## src/rtl/core/tdss_pkg.sv

```systemverilog
// Shared types and constants for the transmit descriptor slot scheduler.
// No dependencies; every other file of the block except tdss_ram refers to this package.
`default_nettype none

package tdss_pkg;

    // Default configuration of the descriptor ring.
    localparam int SLOT_COUNT_DEF   = 4;
    localparam int ADDRESS_BITS_DEF = 32;
    localparam int LENGTH_BITS_DEF  = 16;

    // Fixed field widths of the result beat.
    localparam int OUTCOME_W = 3;
    localparam int OFFSET_W  = 2;

    // Result codes of one beat.
    typedef enum logic [OUTCOME_W-1:0] {
        OUT_IGNORED  = 3'd0,
        OUT_ACCEPTED = 3'd1,
        OUT_FULL     = 3'd2,
        OUT_ISSUED   = 3'd3,
        OUT_RELEASED = 3'd4,
        OUT_DRAINED  = 3'd5
    } outcome_t;

    // Controller states.
    typedef enum logic {
        ST_IDLE,
        ST_EXEC
    } state_t;

    // Commands from the controller to the datapath.
    typedef struct packed {
        logic capture;
        logic execute;
    } dp_cmd_t;

endpackage

`default_nettype wire

```

## src/rtl/core/transmit_descriptor_slot_scheduler_top.sv

```systemverilog
// A beat accepted while idle is captured with a registered read of the descriptor memory,
// then executed in ST_EXEC; its result strobe (done) is registered from that state.
// No new beat is taken before the last one is executed; busy is high in the execute state.
// Every beat gives exactly one result, shown for one cycle; the receiver cannot stall.
// Reset (rst_n low, asynchronous) frees all slots, selects slot 0 and disables transmission.
// Depends on tdss_pkg, tdss_ctrl, tdss_dp and tdss_ram.
`default_nettype none

module transmit_descriptor_slot_scheduler_top #(
    parameter int SLOT_COUNT   = tdss_pkg::SLOT_COUNT_DEF,
    parameter int ADDRESS_BITS = tdss_pkg::ADDRESS_BITS_DEF,
    parameter int LENGTH_BITS  = tdss_pkg::LENGTH_BITS_DEF
) (
    input  wire logic                           clk,
    input  wire logic                           rst_n,
    input  wire logic                           start,
    output logic                                busy,
    input  wire logic                           action,
    input  wire logic [ADDRESS_BITS-1:0]        start_address,
    input  wire logic [LENGTH_BITS-1:0]         byte_count,
    output logic                                done,
    output logic      [tdss_pkg::OUTCOME_W-1:0] outcome,
    output logic      [tdss_pkg::OFFSET_W-1:0]  slot_offset,
    output logic      [ADDRESS_BITS-1:0]        byte_address,
    output logic                                transmit_active
);

    tdss_pkg::dp_cmd_t cmd;

    tdss_ctrl u_ctrl (
        .clk   (clk),
        .rst_n (rst_n),
        .start (start),
        .busy  (busy),
        .cmd   (cmd)
    );

    tdss_dp #(
        .SLOT_COUNT   (SLOT_COUNT),
        .ADDRESS_BITS (ADDRESS_BITS),
        .LENGTH_BITS  (LENGTH_BITS)
    ) u_dp (
        .clk             (clk),
        .rst_n           (rst_n),
        .cmd             (cmd),
        .action          (action),
        .start_address   (start_address),
        .byte_count      (byte_count),
        .done            (done),
        .outcome         (outcome),
        .slot_offset     (slot_offset),
        .byte_address    (byte_address),
        .transmit_active (transmit_active)
    );

endmodule

`default_nettype wire

```

## src/rtl/core/tdss_ram.sv

```systemverilog
// Generic single-write, single-read memory with a registered read port.
// No dependencies.
`default_nettype none

module tdss_ram #(
    parameter int WIDTH = 8,
    parameter int DEPTH = 4
) (
    input  wire logic                     clk,
    input  wire logic                     we,
    input  wire logic [$clog2(DEPTH)-1:0] waddr,
    input  wire logic [WIDTH-1:0]         wdata,
    input  wire logic                     re,
    input  wire logic [$clog2(DEPTH)-1:0] raddr,
    output logic      [WIDTH-1:0]         rdata
);

    logic [WIDTH-1:0] mem_reg [DEPTH];
    logic [WIDTH-1:0] rdata_reg;

    // Write port and registered read port.
    always_ff @(posedge clk)
    begin
        if (we)
        begin
            mem_reg[waddr] <= wdata;
        end
        if (re)
        begin
            rdata_reg <= mem_reg[raddr];
        end
    end

    assign rdata = rdata_reg;

endmodule

`default_nettype wire

```

## src/rtl/core/tdss_ctrl.sv

```systemverilog
// Controller of the descriptor slot scheduler: two-state sequencer.
// Depends on tdss_pkg for the state type and the datapath command struct.
`default_nettype none

module tdss_ctrl (
    input  wire logic             clk,
    input  wire logic             rst_n,
    input  wire logic             start,
    output logic                  busy,
    output tdss_pkg::dp_cmd_t     cmd
);

    tdss_pkg::state_t state_reg;
    tdss_pkg::state_t state_next;

    // State register.
    always_ff @(posedge clk or negedge rst_n)
    begin
        if (!rst_n)
        begin
            state_reg <= tdss_pkg::ST_IDLE;
        end
        else
        begin
            state_reg <= state_next;
        end
    end

    // Next state and commands: capture the beat and read the current slot, then execute.
    always_comb
    begin
        state_next  = state_reg;
        cmd.capture = 1'b0;
        cmd.execute = 1'b0;
        busy        = 1'b0;
        unique case (state_reg)
            tdss_pkg::ST_IDLE:
            begin
                if (start)
                begin
                    cmd.capture = 1'b1;
                    state_next  = tdss_pkg::ST_EXEC;
                end
            end
            tdss_pkg::ST_EXEC:
            begin
                busy        = 1'b1;
                cmd.execute = 1'b1;
                state_next  = tdss_pkg::ST_IDLE;
            end
            default:
            begin
                state_next = tdss_pkg::ST_IDLE;
            end
        endcase
    end

`ifndef SYNTH
    // A captured beat is executed in the very next cycle.
    a_capture_then_exec: assert property (@(posedge clk) disable iff (!rst_n)
        cmd.capture |=> cmd.execute)
        else $error("captured beat not executed next cycle");

    // A new beat is never captured while one is executing.
    a_no_overlap: assert property (@(posedge clk) disable iff (!rst_n)
        cmd.execute |-> !cmd.capture)
        else $error("capture during execute");
`endif

endmodule

`default_nettype wire

```

## src/rtl/core/tdss_dp.sv

```systemverilog
// Datapath of the descriptor slot scheduler: busy bits, current slot, descriptor
// memory, circular scans and the result register. Depends on tdss_pkg and tdss_ram.
`default_nettype none

module tdss_dp #(
    parameter int SLOT_COUNT   = tdss_pkg::SLOT_COUNT_DEF,
    parameter int ADDRESS_BITS = tdss_pkg::ADDRESS_BITS_DEF,
    parameter int LENGTH_BITS  = tdss_pkg::LENGTH_BITS_DEF
) (
    input  wire logic                               clk,
    input  wire logic                               rst_n,
    input  wire tdss_pkg::dp_cmd_t                  cmd,
    input  wire logic                               action,
    input  wire logic [ADDRESS_BITS-1:0]            start_address,
    input  wire logic [LENGTH_BITS-1:0]             byte_count,
    output logic                                    done,
    output logic      [tdss_pkg::OUTCOME_W-1:0]     outcome,
    output logic      [tdss_pkg::OFFSET_W-1:0]      slot_offset,
    output logic      [ADDRESS_BITS-1:0]            byte_address,
    output logic                                    transmit_active
);

    localparam int CW = $clog2(SLOT_COUNT);
    localparam int KW = (CW > tdss_pkg::OFFSET_W) ? CW : tdss_pkg::OFFSET_W;
    localparam int DW = ADDRESS_BITS + LENGTH_BITS;

    // Control state.
    logic [SLOT_COUNT-1:0] slot_busy_reg, slot_busy_next;
    logic [CW-1:0]         cur_reg, cur_next;
    logic                  tx_reg, tx_next;
    logic                  done_reg;

    // Captured input beat.
    logic                    action_reg;
    logic [ADDRESS_BITS-1:0] addr_in_reg;
    logic [LENGTH_BITS-1:0]  count_in_reg;

    // Result payload.
    tdss_pkg::outcome_t           outcome_reg, outcome_next;
    logic [tdss_pkg::OFFSET_W-1:0] offset_reg, offset_next;
    logic [ADDRESS_BITS-1:0]      baddr_reg, baddr_next;

    // Descriptor memory access.
    logic                    mem_we;
    logic [CW-1:0]           mem_waddr;
    logic [DW-1:0]           mem_wdata;
    logic [DW-1:0]           mem_rdata;
    logic [DW-1:0]           slot_word;
    logic [ADDRESS_BITS-1:0] slot_addr;
    logic [LENGTH_BITS-1:0]  slot_rem;

    // Scan results.
    logic [CW:0]   slot_sum;
    logic          free_found;
    logic [KW-1:0] free_k;
    logic [CW-1:0] free_idx;
    logic          next_found;
    logic [CW-1:0] next_idx;

    tdss_ram #(
        .WIDTH (DW),
        .DEPTH (SLOT_COUNT)
    ) u_desc_ram (
        .clk   (clk),
        .we    (mem_we),
        .waddr (mem_waddr),
        .wdata (mem_wdata),
        .re    (cmd.capture),
        .raddr (cur_reg),
        .rdata (mem_rdata)
    );

    // A slot that is not busy reads as an empty descriptor.
    assign slot_word = slot_busy_reg[cur_reg] ? mem_rdata : '0;
    assign slot_rem  = slot_word[LENGTH_BITS-1:0];
    assign slot_addr = slot_word[DW-1:LENGTH_BITS];

    // Circular scans from the current slot: first free slot, and next busy slot after the current one.
    always_comb
    begin
        free_found = 1'b0;
        free_k     = '0;
        free_idx   = '0;
        next_found = 1'b0;
        next_idx   = '0;
        slot_sum   = '0;
        for (int k = SLOT_COUNT - 1; k >= 0; k--)
        begin
            slot_sum = {1'b0, cur_reg} + (CW+1)'(k);
            if (slot_sum >= (CW+1)'(SLOT_COUNT))
            begin
                slot_sum = slot_sum - (CW+1)'(SLOT_COUNT);
            end
            if (!slot_busy_reg[slot_sum[CW-1:0]])
            begin
                free_found = 1'b1;
                free_k     = KW'(k);
                free_idx   = slot_sum[CW-1:0];
            end
            if (k != 0 && slot_busy_reg[slot_sum[CW-1:0]])
            begin
                next_found = 1'b1;
                next_idx   = slot_sum[CW-1:0];
            end
        end
    end

    // Execution of one beat.
    always_comb
    begin
        slot_busy_next = slot_busy_reg;
        cur_next       = cur_reg;
        tx_next        = tx_reg;
        mem_we         = 1'b0;
        mem_waddr      = cur_reg;
        mem_wdata      = {addr_in_reg, count_in_reg};
        outcome_next   = tdss_pkg::OUT_IGNORED;
        offset_next    = '0;
        baddr_next     = '0;
        if (!action_reg)
        begin
            // Submit: store in the first free slot or report a full ring.
            outcome_next = tdss_pkg::OUT_FULL;
            if (free_found)
            begin
                slot_busy_next[free_idx] = 1'b1;
                mem_we       = 1'b1;
                mem_waddr    = free_idx;
                tx_next      = 1'b1;
                outcome_next = tdss_pkg::OUT_ACCEPTED;
                offset_next  = free_k[tdss_pkg::OFFSET_W-1:0];
            end
        end
        else if (tx_reg)
        begin
            if (slot_rem != '0)
            begin
                // Issue the next byte and count down.
                mem_we       = 1'b1;
                mem_wdata    = {slot_addr + ADDRESS_BITS'(1), slot_rem - LENGTH_BITS'(1)};
                outcome_next = tdss_pkg::OUT_ISSUED;
                baddr_next   = slot_addr;
            end
            else
            begin
                // Release the finished slot and move on, or go idle.
                slot_busy_next[cur_reg] = 1'b0;
                if (next_found)
                begin
                    cur_next     = next_idx;
                    outcome_next = tdss_pkg::OUT_RELEASED;
                end
                else
                begin
                    tx_next      = 1'b0;
                    outcome_next = tdss_pkg::OUT_DRAINED;
                end
            end
        end
    end

    // Control registers.
    always_ff @(posedge clk or negedge rst_n)
    begin
        if (!rst_n)
        begin
            slot_busy_reg <= '0;
            cur_reg       <= '0;
            tx_reg        <= 1'b0;
            done_reg      <= 1'b0;
        end
        else
        begin
            done_reg <= cmd.execute;
            if (cmd.execute)
            begin
                slot_busy_reg <= slot_busy_next;
                cur_reg       <= cur_next;
                tx_reg        <= tx_next;
            end
        end
    end

    // Input beat and result payload registers.
    always_ff @(posedge clk)
    begin
        if (cmd.capture)
        begin
            action_reg   <= action;
            addr_in_reg  <= start_address;
            count_in_reg <= byte_count;
        end
        if (cmd.execute)
        begin
            outcome_reg <= outcome_next;
            offset_reg  <= offset_next;
            baddr_reg   <= baddr_next;
        end
    end

    assign done            = done_reg;
    assign outcome         = outcome_reg;
    assign slot_offset     = offset_reg;
    assign byte_address    = baddr_reg;
    assign transmit_active = tx_reg;

`ifndef SYNTH
    // Any busy slot means transmission is enabled.
    a_busy_implies_tx: assert property (@(posedge clk) disable iff (!rst_n)
        (|slot_busy_reg) |-> tx_reg)
        else $error("busy slot while transmission disabled");

    // A drained ring leaves no busy slot and transmission off.
    a_drained_idle: assert property (@(posedge clk) disable iff (!rst_n)
        (done_reg && outcome_reg == tdss_pkg::OUT_DRAINED) |-> (!tx_reg && slot_busy_reg == '0))
        else $error("drained result with work left");

    // An accepted submit always leaves transmission on.
    a_accept_active: assert property (@(posedge clk) disable iff (!rst_n)
        (done_reg && outcome_reg == tdss_pkg::OUT_ACCEPTED) |-> tx_reg)
        else $error("accepted submit without transmission");
`endif

endmodule

`default_nettype wire

```

## config.mk

```make
export PLATFORM = sky130hd
export DESIGN_NAME = transmit_descriptor_slot_scheduler_top
export DESIGN_NICKNAME = d
export VERILOG_FILES = /design/src/rtl/core/tdss_pkg.sv /design/src/rtl/core/transmit_descriptor_slot_scheduler_top.sv /design/src/rtl/core/tdss_ram.sv /design/src/rtl/core/tdss_ctrl.sv /design/src/rtl/core/tdss_dp.sv
export SDC_FILE = /design/constraint.sdc
export NUM_CORES = 1
export LEC_CHECK = 0
export BUFFER_PORTS_ARGS = -buffer_cell sky130_fd_sc_hd__buf_2
export CORE_ASPECT_RATIO = 1.4
export CORE_MARGIN = 2
export CORE_UTILIZATION = 62
export DETAILED_ROUTE_END_ITERATION = 10
export PLACE_DENSITY = 0.78
export RECOVER_POWER = 100
export SLEW_MARGIN = 20
export SYNTH_ARGS = -nofsm -noshare
export SYNTH_HDL_FRONTEND = slang
export SYNTH_SLANG_ARGS = --single-unit
```

## constraint.sdc

```tcl
create_clock -name clk -period 12.6 [get_ports clk]
set_input_delay 0 -clock clk [delete_from_list [all_inputs] [get_ports clk]]
set_output_delay 0 -clock clk [all_outputs]
set_load 0.05 [all_outputs]
```

==> flow_summary.ini <==
[outcome]
status = complete, but fails checks
violations = max-capacitance violations, max-slew violations

[placement]
numPortBuffers = 91
hpwl_um = 17300
gp_congestion = 0.942
dp_cells = 1155
post-place-ws_ns = 8.19

[timing]
fin_setup_tns_ns = 0
fin_crit_sh_pct = 63.5
max-slew-margin-rel_pct = -130
drv_slew = 434
grt_setup_unrepaired = no
period_needed_ns = 8.01
fmax_ghz = 0.125
worst_pin_slew_ns = 3.46
finalHoldViolCount = 0
clock-skew-final_ns = 0.0158
setup_viol = 0
layout_setup_ws_ns = 4.59

[logic_synthesis]
ys.warnings.count = 0
synthesis.nets = 854
synth_top_family_by_area = multiplexers
syn_inst = 795
synth.mux.area_fraction_pct = 9.03
avgSynthCellArea_um2 = 17.2
synth-main-ff-cell = edfxtp_1
synth_compound_area_share_pct = 5.39
synthSimpleGateAreaFrac_pct = 8.17
ys_types = 63
async_flop_share_pct = 2.69
synthAdderAreaFrac_pct = 0.640
synthTopCellsByArea = edfxtp_1 72%, mux4_2 8.6%, and2_1 1.6%, dfrtp_1 1.6%, nand2_1 1.4%
ys_seq_area_share_pct = 73.1
netlist.area_leader.share_pct = 71.5
ys_top_cells_by_count = 326 x edfxtp_1, 52 x mux4_2, 50 x nand2_1, 36 x and2_1, 32 x nor2_1
synth_edf_count = 326
yosysMostFrequentCell = edfxtp_1
synth_largest_area_cell = edfxtp_1
synth_area_mm2 = 0.0137
synth_xor_area_share_pct = 1.86
ys_ff_latch = 335

[global_route]
grt_pass1_wl_um = 44500
antenna_found_initial = 0
met2_usage_pct = 43.0
top_usage_layer = met2
grtUsageMet3_pct = 3.84
grt_max_degree = 64
gr-usage-met1_pct = 33.0
overflow = 0
grt_pass1_vias = 8014
globalRouteTotalUtil_pct = 25.4

[clock_network]
clock_latency_ns = 0.55
clock-sinks = 335
htreeDepth = 1
post_cts_buffers = 0
cts_buffer_depth = 3
cts_made_buffers = 29
cts_tree = done
clk_pin_slew_ns = 0.07
root_buffer = clkbuf_16

[routing]
first_iter_violations = 747
final_antenna_net_count = 0
via_count = 7893
finalWirelength_um = 29100
via_per_inst = 6.27
drc = 0
wl_per_cell_um = 23.1
drt_pass1_iterations = 5

[job]
maxCapViolations = 11

[layout]
largest_reg_flops = 192
stdcell_count = 1258
fillCellCount = 1371
drive_gt1_share_pct = 17.1
area.growth.synth_to_final_pct = 15.5
num-nets-final = 999
diodes = 0

[die]
die-area_mm2 = 0.0233
core_mm2 = 0.0218
die_w_um = 130
start_util_pct = 62.9
fp-row-count = 64
io_pins = 92
fp.dieH_um = 180

[critical_path]
critPathLaunchType = flop
crit_fanout = 63
r2r_setup_slack_ns = 4.59
required_ns = 12.62
crit_path_end_kind = flop
worstPathArrival_ns = 8.03
worst-setup-path-type = reg2reg

[pwr]
cellPowerDensity_mw_per_mm2 = 262
max-vdd-ir-drop_v = 0.000179
power_w = 0.00414
power_leakage_nw = 5.23

[worst_hold_path]
hold_path_class = in2reg
==> final timing paths <==
check / to / startpoint / depth (start not counted)
worst max register to register: u_dp.u_desc_ram.mem_reg[3][3] / u_dp.cur_reg[1] / 9
worst max-delay path: u_dp.u_desc_ram.mem_reg[3][3] / u_dp.cur_reg[1] / 9
worst min register to register: u_dp.u_desc_ram.mem_reg[1][17] / u_dp.addr_in_reg[1] / 2
min in group asynchronous: u_dp.slot_busy_reg[3] / rst_n / 3
worst min-delay path: u_dp.addr_in_reg[10] / start_address[10] / 2
max in group asynchronous: u_dp.cur_reg[0] / rst_n / 3
==> routing by layer <==
metal	vias up	routed length (um)
met5	-	0
met4	0	1020
met3	72	2360
met2	424	15100
met1	3923	10600
li1	3474	-
==> per-stage QoR <==
step / instance area [um2] / utilization [%] / hold slack [ns]
2_1_floorplan: 13700 / - / -0.296
3_3_place_gp: 14500 / 66.6 / -0.112
3_5_place_dp: 14500 / 66.6 / -0.111
4_1_cts: 16000 / 73.4 / 0.0826
5_1_grt: 15800 / 72.6 / 0.148
6_report: 15800 / 72.6 / 0.147
==> critical path: stages (launching register included) <==
cell	delay, ns
dfrtp_1	2.28
mux4_2	0.78
nand2_1	0.13
ha_1	0.28
inv_1	0.13
or2_2	0.33
o211ai_1	0.15
clkbuf_1	2.19
o32ai_1	0.32
clkbuf_1	0.82
==> logic make-up after synthesis <==
kind of cell	Yosys count
buffers and inverters	55
adders and majority gates	7
AOI/OAI and AO/OA	101
DFF	335
muxes	58
and+or+nand+nor	210
xor gates and xnor gates	29
==> area by class of cell <==
| class | instances | area (um2) | area share [%] |
|---|---|---|---|
| sequential | 335 | 10000 | 63.3 |
| timing repair buffer | 156 | 978 | 6.19 |
| tap | 297 | 372 | 2.35 |
| clock inverter | 19 | 223 | 1.41 |
| inverter | 13 | 48.8 | 0.308 |
| multi-input combinational | 405 | 3440 | 21.7 |
| clock buffer | 33 | 741 | 4.68 |
==> power breakdown <==
| group | switching, W | total [W] | internal [W] |
|---|---|---|---|
| sequential | 0.000213 | 0.00206 | 0.00185 |
| combinational | 0.000755 | 0.00118 | 0.000425 |
| clock | 0.000378 | 0.000900 | 0.000522 |
==> cells in the final DEF (no fill, tap or decap), types with 6 or more instances in the layout <==
cell	instances
xor2_1	17
inv_1	13
and2_1	13
a31oi_1	9
a21oi_1	11
clkbuf_16	29
a22o_1	12
ha_1	7
nor3_1	13
nor4_1	9
dfrtp_1	7
nand3_1	25
nand4_1	12
o21ai_0	18
clkbuf_1	58
nor2_1	32
xnor2_1	12
o31ai_1	14
dlygate4sd3_1	51
and2_0	23
clkinv_1	6
mux4_2	52
nand2_1	50
buf_2	47
edfxtp_1	326
==> timing repair <==
| item | 4_1_cts | 5_1_grt |
|---|---|---|
| hold buffers | 51 | 0 |
| hold endpoints to repair | 58 | 0 |
| gates resized for setup | 0 | 0 |
Power figures use the tool's default switching activity.
